<file path="config.mk">
export PLATFORM = sky130hd
export DESIGN_NAME = imu_serial_frame_parser
export DESIGN_NICKNAME = d
export VERILOG_FILES = /design/src/imu_sfp_pkg.sv /design/src/imu_sfp_front.sv /design/src/imu_sfp_fifo.sv /design/src/imu_sfp_back.sv /design/src/imu_serial_frame_parser.sv
export SDC_FILE = /design/constraint.sdc
export NUM_CORES = 2
export LEC_CHECK = 0
export ABC_CLOCK_PERIOD_IN_PS = 24700
export BUFFER_PORTS_ARGS = -buffer_cell sky130_fd_sc_hd__buf_4
export CORE_MARGIN = 2
export CORE_UTILIZATION = 45
export DETAILED_ROUTE_END_ITERATION = 10
export PLACE_DENSITY = 0.64
export RECOVER_POWER = 100
export SLEW_MARGIN = 20
export SYNTH_ARGS = -nofsm -noshare
export SYNTH_HDL_FRONTEND = slang
export SYNTH_SLANG_ARGS = --single-unit
export TNS_END_PERCENT = 50
</file>
<file path="constraint.sdc">
create_clock -name clk_i -period 24.7 [get_ports clk_i]
set_clock_uncertainty 0.05 [all_clocks]
set_input_delay 2.47 -clock clk_i [delete_from_list [all_inputs] [get_ports clk_i]]
set_output_delay 2.47 -clock clk_i [all_outputs]
set_load 0.05 [all_outputs]
</file>
<file path="src/imu_sfp_pkg.sv">
package imu_sfp_pkg;

  localparam int unsigned PayloadBytes = 6;
  localparam int unsigned FifoDepthDef = 2;

  localparam logic [7:0] HdrByte   = 8'h55;
  localparam logic [7:0] TypeAccel = 8'h51;
  localparam logic [7:0] TypeRate  = 8'h52;
  localparam logic [7:0] TypeAngle = 8'h53;

  localparam logic [1:0] CfgAngleGain = 2'd0;
  localparam logic [1:0] CfgAccelGain = 2'd1;
  localparam logic [1:0] CfgRateGain  = 2'd2;

  localparam logic [15:0] AngleGainRst = 16'd46080;
  localparam logic [15:0] AccelGainRst = 16'd40141;
  localparam logic [15:0] RateGainRst  = 16'd40141;

  typedef enum logic [1:0] {
    KIND_ACCEL = 2'd0,
    KIND_RATE  = 2'd1,
    KIND_ANGLE = 2'd2
  } kind_e;

  typedef struct packed {
    kind_e       kind;
    logic [15:0] gain;
    logic [15:0] raw_x;
    logic [15:0] raw_y;
    logic [15:0] raw_z;
  } frame_t;

  typedef struct packed {
    logic   push;
    frame_t entry;
  } push_t;

  typedef struct packed {
    logic   empty;
    frame_t entry;
  } head_t;

endpackage

</file>
<file path="src/imu_sfp_front.sv">
module imu_sfp_front (
  input  logic                 clk_i,
  input  logic                 rst_ni,
  input  logic                 s_axis_tvalid,
  output logic                 s_axis_tready,
  input  logic [7:0]           s_axis_tdata,   // [7:0] rx_byte
  input  logic                 cfg_we_i,
  input  logic [1:0]           cfg_idx_i,
  input  logic [15:0]          cfg_wdata_i,
  input  logic                 full_i,
  output imu_sfp_pkg::push_t   push_o
);
  import imu_sfp_pkg::*;

  localparam logic [1:0] PhHeader   = 2'd0;
  localparam logic [1:0] PhType     = 2'd1;
  localparam logic [1:0] PhPayload  = 2'd2;
  localparam logic [1:0] PhChecksum = 2'd3;

  localparam logic [2:0] LastIdx = 3'(PayloadBytes - 1);

  logic [1:0]  phase_q, phase_d;
  kind_e       kind_q, kind_d;
  logic [2:0]  idx_q, idx_d;
  logic [7:0]  data_q [PayloadBytes];
  logic [15:0] angle_gain_q, accel_gain_q, rate_gain_q;
  logic [15:0] gain_sel;
  logic        beat;
  logic [7:0]  rx_byte;

  assign rx_byte       = s_axis_tdata;
  assign s_axis_tready = !full_i;
  assign beat          = s_axis_tvalid && s_axis_tready;

  always_ff @(posedge clk_i or negedge rst_ni) begin
    if (!rst_ni) begin
      angle_gain_q <= AngleGainRst;
      accel_gain_q <= AccelGainRst;
      rate_gain_q  <= RateGainRst;
    end else if (cfg_we_i) begin
      unique case (cfg_idx_i)
        CfgAngleGain: angle_gain_q <= cfg_wdata_i;
        CfgAccelGain: accel_gain_q <= cfg_wdata_i;
        CfgRateGain:  rate_gain_q  <= cfg_wdata_i;
        default: ;
      endcase
    end
  end

  always_comb begin
    phase_d = phase_q;
    kind_d  = kind_q;
    idx_d   = idx_q;
    if (beat) begin
      unique case (phase_q)
        PhHeader: begin
          if (rx_byte == HdrByte) phase_d = PhType;
        end
        PhType: begin
          if (rx_byte == TypeAccel || rx_byte == TypeRate || rx_byte == TypeAngle) begin
            kind_d  = kind_e'(2'(rx_byte - TypeAccel));
            idx_d   = '0;
            phase_d = PhPayload;
          end else begin
            phase_d = PhHeader;
          end
        end
        PhPayload: begin
          idx_d = idx_q + 3'd1;
          if (idx_q >= LastIdx) phase_d = PhChecksum;
        end
        default: begin
          phase_d = PhHeader;
          idx_d   = '0;
        end
      endcase
    end
  end

  always_ff @(posedge clk_i or negedge rst_ni) begin
    if (!rst_ni) begin
      phase_q <= PhHeader;
      kind_q  <= KIND_ACCEL;
      idx_q   <= '0;
    end else begin
      phase_q <= phase_d;
      kind_q  <= kind_d;
      idx_q   <= idx_d;
    end
  end

  always_ff @(posedge clk_i) begin
    if (beat && phase_q == PhPayload && idx_q <= LastIdx) begin
      data_q[idx_q] <= rx_byte;
    end
  end

  always_comb begin
    unique case (kind_q)
      KIND_ACCEL: gain_sel = accel_gain_q;
      KIND_RATE:  gain_sel = rate_gain_q;
      default:    gain_sel = angle_gain_q;
    endcase
  end

  assign push_o.push        = beat && phase_q == PhChecksum;
  assign push_o.entry.kind  = kind_q;
  assign push_o.entry.gain  = gain_sel;
  assign push_o.entry.raw_x = {data_q[1], data_q[0]};
  assign push_o.entry.raw_y = {data_q[3], data_q[2]};
  assign push_o.entry.raw_z = {data_q[5], data_q[4]};

endmodule

</file>
<file path="src/imu_sfp_fifo.sv">
module imu_sfp_fifo #(
  parameter int unsigned Depth = imu_sfp_pkg::FifoDepthDef
) (
  input  logic                clk_i,
  input  logic                rst_ni,
  input  imu_sfp_pkg::push_t  push_i,
  output logic                full_o,
  input  logic                pop_i,
  output imu_sfp_pkg::head_t  head_o
);
  import imu_sfp_pkg::*;

  localparam int unsigned AddrW = (Depth > 1) ? $clog2(Depth) : 1;

  frame_t           mem_q [Depth];
  logic [AddrW:0]   wr_ptr_q, rd_ptr_q;
  logic [AddrW-1:0] wr_addr, rd_addr;
  logic             empty;

  assign wr_addr = wr_ptr_q[AddrW-1:0];
  assign rd_addr = rd_ptr_q[AddrW-1:0];
  assign empty   = wr_ptr_q == rd_ptr_q;
  assign full_o  = (wr_addr == rd_addr) && (wr_ptr_q[AddrW] != rd_ptr_q[AddrW]);

  assign head_o.empty = empty;
  assign head_o.entry = mem_q[rd_addr];

  always_ff @(posedge clk_i) begin
    if (push_i.push && !full_o) begin
      mem_q[wr_addr] <= push_i.entry;
    end
  end

  always_ff @(posedge clk_i or negedge rst_ni) begin
    if (!rst_ni) begin
      wr_ptr_q <= '0;
      rd_ptr_q <= '0;
    end else begin
      if (push_i.push && !full_o) wr_ptr_q <= wr_ptr_q + {{AddrW{1'b0}}, 1'b1};
      if (pop_i && !empty)        rd_ptr_q <= rd_ptr_q + {{AddrW{1'b0}}, 1'b1};
    end
  end

`ifndef SYNTHESIS
  a_no_push_full: assert property (@(posedge clk_i) disable iff (!rst_ni)
    !(push_i.push && full_o)) else $error("frame pushed into full queue");
  a_no_pop_empty: assert property (@(posedge clk_i) disable iff (!rst_ni)
    !(pop_i && empty)) else $error("frame popped from empty queue");
  a_push_fills: assert property (@(posedge clk_i) disable iff (!rst_ni)
    (push_i.push && !pop_i) |=> !empty) else $error("queue empty after push");
  a_pop_frees: assert property (@(posedge clk_i) disable iff (!rst_ni)
    (pop_i && !push_i.push) |=> !full_o) else $error("queue full after pop");
`endif

endmodule

</file>
<file path="src/imu_sfp_back.sv">
module imu_sfp_back (
  input  logic                clk_i,
  input  logic                rst_ni,
  input  imu_sfp_pkg::head_t  head_i,
  output logic                pop_o,
  output logic                m_axis_tvalid,
  input  logic                m_axis_tready,
  output logic [31:0]         m_axis_tdata,   // [8:0] value_x, [17:9] value_y, [26:18] value_z
  output logic [1:0]          m_axis_tuser    // [1:0] frame_kind
);
  import imu_sfp_pkg::*;

  function automatic logic signed [8:0] scale_axis(input logic [15:0] raw,
                                                   input logic [15:0] gain);
    logic        neg;
    logic [15:0] mag;
    logic [31:0] prod;
    logic [8:0]  q;
    neg  = raw[15];
    mag  = neg ? 16'(~raw + 16'd1) : raw;
    prod = 32'(mag) * 32'(gain);
    q    = prod[31:23];
    return neg ? $signed(9'(~q + 9'd1)) : $signed(q);
  endfunction

  logic                valid_q;
  kind_e               kind_q;
  logic signed [8:0]   x_q, y_q, z_q;
  logic                load;

  assign load  = !head_i.empty && (!valid_q || m_axis_tready);
  assign pop_o = load;

  always_ff @(posedge clk_i or negedge rst_ni) begin
    if (!rst_ni) begin
      valid_q <= 1'b0;
    end else if (load) begin
      valid_q <= 1'b1;
    end else if (m_axis_tready) begin
      valid_q <= 1'b0;
    end
  end

  always_ff @(posedge clk_i) begin
    if (load) begin
      kind_q <= head_i.entry.kind;
      x_q    <= scale_axis(head_i.entry.raw_x, head_i.entry.gain);
      y_q    <= scale_axis(head_i.entry.raw_y, head_i.entry.gain);
      z_q    <= scale_axis(head_i.entry.raw_z, head_i.entry.gain);
    end
  end

  assign m_axis_tvalid = valid_q;
  assign m_axis_tuser  = kind_q;
  assign m_axis_tdata  = {5'd0, z_q, y_q, x_q};

endmodule

</file>
<file path="src/imu_serial_frame_parser.sv">
// Channel   Dir  Handshake                     Payload
// s_axis    in   s_axis_tvalid/s_axis_tready   tdata[7:0] rx_byte
// m_axis    out  m_axis_tvalid/m_axis_tready   tdata 3 x 9-bit values, tuser frame_kind
// cfg       in   cfg_we_i                      cfg_idx_i, cfg_wdata_i (16-bit gain)
//
// One byte is taken per cycle; the parser stalls only when the frame queue is full.
// The queue takes a frame on the edge that takes its checksum beat; the output register behind
// the three 16x16 scaling multipliers loads it from the queue head when that register is empty
// or its result is being taken, so a low m_axis_tready can hold the frame in the queue.
// Reset sets the gains to their defaults, the parser to header search and empties
// the queue; no clearing pass is needed.
module imu_serial_frame_parser #(
  parameter int unsigned FifoDepth = imu_sfp_pkg::FifoDepthDef
) (
  input  logic        clk_i,
  input  logic        rst_ni,
  input  logic        s_axis_tvalid,
  output logic        s_axis_tready,
  input  logic [7:0]  s_axis_tdata,   // [7:0] rx_byte
  output logic        m_axis_tvalid,
  input  logic        m_axis_tready,
  output logic [31:0] m_axis_tdata,   // [8:0] value_x, [17:9] value_y, [26:18] value_z
  output logic [1:0]  m_axis_tuser,   // [1:0] frame_kind
  input  logic        cfg_we_i,
  input  logic [1:0]  cfg_idx_i,
  input  logic [15:0] cfg_wdata_i
);
  import imu_sfp_pkg::*;

  push_t push;
  head_t head;
  logic  full;
  logic  pop;

  imu_sfp_front u_front (
    .clk_i         (clk_i),
    .rst_ni        (rst_ni),
    .s_axis_tvalid (s_axis_tvalid),
    .s_axis_tready (s_axis_tready),
    .s_axis_tdata  (s_axis_tdata),
    .cfg_we_i      (cfg_we_i),
    .cfg_idx_i     (cfg_idx_i),
    .cfg_wdata_i   (cfg_wdata_i),
    .full_i        (full),
    .push_o        (push)
  );

  imu_sfp_fifo #(
    .Depth (FifoDepth)
  ) u_fifo (
    .clk_i  (clk_i),
    .rst_ni (rst_ni),
    .push_i (push),
    .full_o (full),
    .pop_i  (pop),
    .head_o (head)
  );

  imu_sfp_back u_back (
    .clk_i         (clk_i),
    .rst_ni        (rst_ni),
    .head_i        (head),
    .pop_o         (pop),
    .m_axis_tvalid (m_axis_tvalid),
    .m_axis_tready (m_axis_tready),
    .m_axis_tdata  (m_axis_tdata),
    .m_axis_tuser  (m_axis_tuser)
  );

endmodule

</file>
Word level (Yosys, flattened, before mapping). Memories as Yosys holds them, arrays and structs flattened. Cells that the tools add are included.

Magnitude comparators: 2. Equality and inequality tests: 16. Multipliers: 3. Multiplexer cells: 19. Shift operators: 0. Div/mod/pow operators: 0. Bitwise operators: 7. Add/sub/neg operators: 10. Reduce and logical (&&, ||, !) cells: 24.

Operator list (count): multiplier 16 x 16 -> 32 bit (3); adder 16 x 1 -> 16 bit, second input constant (3); 2-to-1 mux 16 bit (3); NOT 16 bit (3); equality test 8 x 7 -> 1 bit, second input constant (4); one-hot mux 16 bit (2 select lines) (1); adder 9 x 1 -> 9 bit, second input constant (3); 2-to-1 mux 9 bit (3); NOT 9 bit (3); one-hot mux 3 bit (3 select lines) (1); AND reduction 3 bit (3); logical AND 1 bit (8); equality test 2 x 1 -> 1 bit, second input constant (3); equality test 2 bit, second input constant (3); logical NOT 2 bit (3); 2-to-1 mux 1 bit (6); 2-to-1 mux 2 bit (3); != test 2 x 1 -> 1 bit, second input constant (3); one-hot mux 2 bit (3 select lines) (1); AND reduction 2 bit (3); adder 2 x 1 -> 2 bit, second input constant (2); adder 3 x 1 -> 3 bit, second input constant (1); greater-or-equal comparator 3 bit, second input constant (1); less-or-equal comparator 3 bit, second input constant (1); 9 further kinds (13).

Memory bits (read-only): 0. Output and inout bits: 36. Bits in latches: 0. Flip-flop bits (word level): 89. Memory bits (writable): 180. Memories: 2. Logic and storage cells: 96.

Memories: u_fifo.mem_q (words 2, bits a word 66, read ports 1, clocked after Yosys merged registers in 0, wr ports 1, line imu_sfp_fifo.sv:15) `frame_t mem_q [Depth];`; u_front.data_q (words 6, bits a word 8, read ports 6, clocked after Yosys merged registers in 0, wr ports 1, line imu_sfp_front.sv:25) `logic [7:0] data_q [PayloadBytes];`.

Depth between registers and ports, before layout.
Depth after elaboration: 8. Gate-level depth with buffers: 43. Depth with buffers taken out: 35.

Modules after synthesis. A second synthesis with hierarchy kept.

Cell total of the unflattened synthesis: 3571. Area, all modules: 35993.3 µm².

By module, submodules not included: imu_sfp_back (cells each 3076, instances 1, seq. area each 895.9 µm², area an instance 26820.7 µm²); imu_sfp_fifo (cells each 235, instances 1, seq. area each 4063.9 µm², area an instance 5063.6 µm²); imu_sfp_front (cells each 260, instances 1, seq. area each 2845.2 µm², area an instance 4108.9 µm²).

Worst setup path before layout. No wires, ideal clock.

Path type: flip-flop to flip-flop. Start point: register u_fifo.rd_ptr_q[0]. End point: register u_back.x_q[8] (data pin). Path buffers: 9. Setup time: 0.264 ns. Arrival: 9.351 ns. Data required time: 24.386 ns. Stages on the path, launching flop included: 43. Slack: 15.035 ns. Cell sequence: dfrtp_1 buf_4 buf_4 buf_4 buf_2 buf_2 buf_4 buf_2 buf_2 a21oi_1 clkbuf_1 ha_1 o21ai_0 nand2b_1 nand2b_1 o21ai_1 o21a_1 nand2_1 [7 not listed] fa_1 inv_1 fa_1 inv_1 ha_1 a21oi_1 o21ai_0 a311oi_1 o211ai_1 a211oi_1 xnor2_1 inv_1 ha_1 nand2b_1 mux2i_1 o21ai_0 o31ai_1 xnor2_1.

Cells in the longest elaborated chain, start to end: 8.

Ends and longest elaborated chain: start: declaration (line imu_sfp_fifo.sv:16) `logic [AddrW:0] wr_ptr_q, rd_ptr_q;`; start signal: assignment (line imu_sfp_fifo.sv:40) `if (pop_i && !empty) rd_ptr_q <= rd_ptr_q + {{AddrW{1'b0}}, 1'b1};`; memory read (2 x 66 bit) (*); NOT 16 bit (line imu_sfp_back.sv:20) `mag = neg ? 16'(~raw + 16'd1) : raw;`; adder 16 x 1 -> 16 bit (line imu_sfp_back.sv:20); 2-to-1 mux 16 bit (line imu_sfp_back.sv:20); multiplier 16 x 16 -> 32 bit (line imu_sfp_back.sv:21) `prod = 32'(mag) * 32'(gain);`; NOT 9 bit (line imu_sfp_back.sv:23) `return neg ? $signed(9'(~q + 9'd1)) : $signed(q);`; adder 9 x 1 -> 9 bit (line imu_sfp_back.sv:23); 2-to-1 mux 9 bit (*) (line imu_sfp_back.sv:23); end signal: assignment (line imu_sfp_back.sv:47) `x_q <= scale_axis(head_i.entry.raw_x, head_i.entry.gain);`; end: declaration (line imu_sfp_back.sv:28) `logic signed [8:0] x_q, y_q, z_q;`.

Mark *: on every way between the ends. The rest lies on a longest branch, timed or not. A chain may end at the register's enable or synchronous reset.

Worst setup path after layout. Ends and elaborated chain as after synthesis.

==> out/qor.txt <==
All-layer global routing usage: 0.220
Netlist cell types: 77
Via/cell ratio: 5.28
Slowest stage delay, CP: 2.37 ns
Dpl hpwl: 66900 um
CTS Sinks: 269
GR peak layer: met2
Number of synthesized flops with an enable pin: 209
Fill count: 7445
Register area share after synthesis: 0.220
Total gr overflow: 0
Core area: 78600 um2
Setup violators final: 0
CP Depth: 28
Number of global-route vias before repair: 26100
Crit share post-route: 0.606
Die area: 81300 um2
Max FO, Critical Path: 77
Startpoint Class: register
Worst-Margin Slew: 3.24 ns
GR Util met3: 0.0413
Initial antenna violation count: 2
Post-CTS Setup Inserts: 0
Slowest stage cell on the critical path: clkbuf_1
Clk root buf: clkbuf_16
Setup WS pre-CTS: 14.40 ns
Simple-gate share of the synthesized area: 0.129
Total Wirelength: 86800 um
Final hold vios: 0
Layout cells sized above 1: 0.0705
Worst hold path depth: 0
Relative slew slack: -1.16
Max Clk Rate: 0.0669 GHz
Run status: finished with violations
Die width: 285 um
XOR/XNOR Fraction of Synth Area: 0.0305
Mapped cell area: 35500 um2
Via count: 25000
Avg Inst Size Synth: 9.83 um2
Initial Utilization: 0.452
Routed Antenna Nets: 0
DRT iter0 DRCs: 1920
Largest family of logic cells by synthesized area: adder cells
Critical path capture point type: register
Port-buffer cells: 61
Met1 Use GR: 0.303
CTS tree: done
Worst R2R Path Depth: 28
Reg clk slew, reported paths: 0.06 ns
Post-Syn Instances: 3615
Clock insertion delay at the later pin of the skew report: 0.59 ns
RSZ-0062 raised after global routing: no
Longest Clk Path Bufs: 3
Setup CP Type: register to register
Placed insts: 4672
Post-synthesis adder-cell area fraction: 0.437
WP buf/inv: 7
Post-synthesis compound-gate area fraction: 0.0515
Crit path DAT: 15.25 ns
Largest net degree at the start of global routing: 78
Non-Filler Instances: 4726
Most Frequent Cell on Critical Path: fa_1
MaxCap Viol Count: 9
GRT met2 Usage: 0.358
Delay-heaviest family, CP: buffers and inverters
Ys async rst share: 0.223
Dominant synthesized flop cell: edfxtp_1
Final slew viol count: 385
Io pins: 67
Failing checks: capacitance limit, slew limit
Synth Register Bits: 269
Residual DRC: 0
Syn. warnings: 0
DR pass1 iterations: 5
Setup WS post-layout: 9.74 ns
Die H: 285 um
H-tree depth: 1
Row count: 103
Mux cell area share after synthesis: 0.0417
Post-cts resize count: 0
Synth-to-Final Area Change: 7.61%
Antenna Diode Count: 0
Post-route minimum period: 14.96 ns
Hold-fix buffers at CTS: 0
Setup TNS: 0 ns
CTS buffer count: 29
Gpl congestion: 0.868
Global-route wire length before repair: 141000 um
CP Data Required Time: 25.00 ns
NumNets Final: 4577
Hold WC Path Type: register to register
WL/cell: 18.4 um
## per-stage QoR
stage	util	hold slack, ns	instance area [um2]
2_1_floorplan	-	0.371	35600
3_3_place_gp	0.477	0.371	37500
3_5_place_dp	0.477	0.381	37500
4_1_cts	0.489	0.378	38500
5_1_grt	0.487	0.401	38300
6_report	0.487	0.391	38300
## state kept, by name (all words and copies together) (netlist names)
name and cells:
u_back.m_axis_tvalid 1, u_back.y_q 9, u_front.phase_q 2, u_front.angle_gain_q 16, u_front.data_q 48, u_back.m_axis_tuser 2
u_back.z_q 9, u_fifo.rd_ptr_q 2, u_fifo.wr_ptr_q 2, u_fifo.mem_q 132, u_front.accel_gain_q 16, u_front.rate_gain_q 16
u_back.x_q 9, u_front.kind_q 2, u_front.idx_q 3
## Yosys cell counts, types with 38 or more instances
cell type	instances	share of area
o21ai_0	88	0.012
xnor2_1	73	0.018
inv_1	706	0.075
mux2_2	70	0.022
mux2i_1	68	0.019
a21oi_1	53	0.0075
dfrtp_1	38	0.027
nand2_1	492	0.052
clkbuf_1	94	0.0099
ha_1	314	0.11
fa_1	579	0.33
nor2_1	348	0.037
nor2b_1	41	0.0072
xor2_1	49	0.012
edfxtp_1	209	0.18
## worst register-to-register path: cells and delay by family (launching register included)
kind	cells	cell delay, ns
mux	2	1.24
xor+xnor	2	0.20
compound gates	4	1.62
simple gates	5	0.89
buf+inv	7	6.29
fa+ha+maj	8	3.14
flops	1	1.27
## layout make-up
type                    instances  area, um2  area share
multi-input cells            2512      24700       0.646
inverters                     706       2650      0.0693
flip-flops and latches        269       7800       0.204
clock buffers                  38        821      0.0215
clock inverters                16        153     0.00399
well taps                    1050       1310      0.0343
repair buffers                135        815      0.0213
## path summary, 6_finish.rpt
| kind | from | endpoint | slack (ns) |
|---|---|---|---|
| min in group asynchronous | rst_ni | u_front.angle_gain_q[11]$_DFFE_PN0P_ | 2.85 |
| worst max-delay path | u_fifo.rd_ptr_q[0]$_DFFE_PN0P_ | u_back.x_q[8]$_DFFE_PP_ | 9.74 |
| worst min-delay path | u_front.data_q[2][6]$_DFFE_PP_ | u_fifo.mem_q[0][22]$_DFFE_PP_ | 0.39 |
| max in group asynchronous | rst_ni | u_front.rate_gain_q[1]$_DFFE_PN0P_ | 19.95 |
| worst min register to register | u_front.data_q[2][6]$_DFFE_PP_ | u_fifo.mem_q[0][22]$_DFFE_PP_ | 0.39 |
| worst max register to register | u_fifo.rd_ptr_q[0]$_DFFE_PN0P_ | u_back.x_q[8]$_DFFE_PP_ | 9.74 |
## layer usage
layer  part of all wire  vias up
li1                   -    11400
met1               0.43    12600
met2               0.46      795
met3              0.078      133
met4              0.029        0
met5                  0        -
## cells in the final DEF (no fill, tap or decap), drive strengths merged, types with 38 or more instances in the layout
cell type  netlist  routed
nand2          492     492
nor2           348     348
dfrtp           38      38
inv            706     708
buf             38      82
ha             314     314
mux2i           68      68
o21ai           92      92
a21oi           53      53
xnor2           74      74
fa             579     579
edfxtp         209     209
clkbuf          94      91
nor2b           41      41
xor2            49      49
mux2            71      71
## cells by family after synthesis
family / count (synthesis)
AO/OA/AOI/OAI: 275
XOR/XNOR: 123
other: 1
buffers and inverters: 838
adder cells (fa/ha/maj): 893
multiplexers: 139
AND/OR/NAND/NOR: 1077
flip-flops: 269
Power is not shown: default switching activity piles up to over one toggle a cycle in this logic, so the estimate is an artifact.
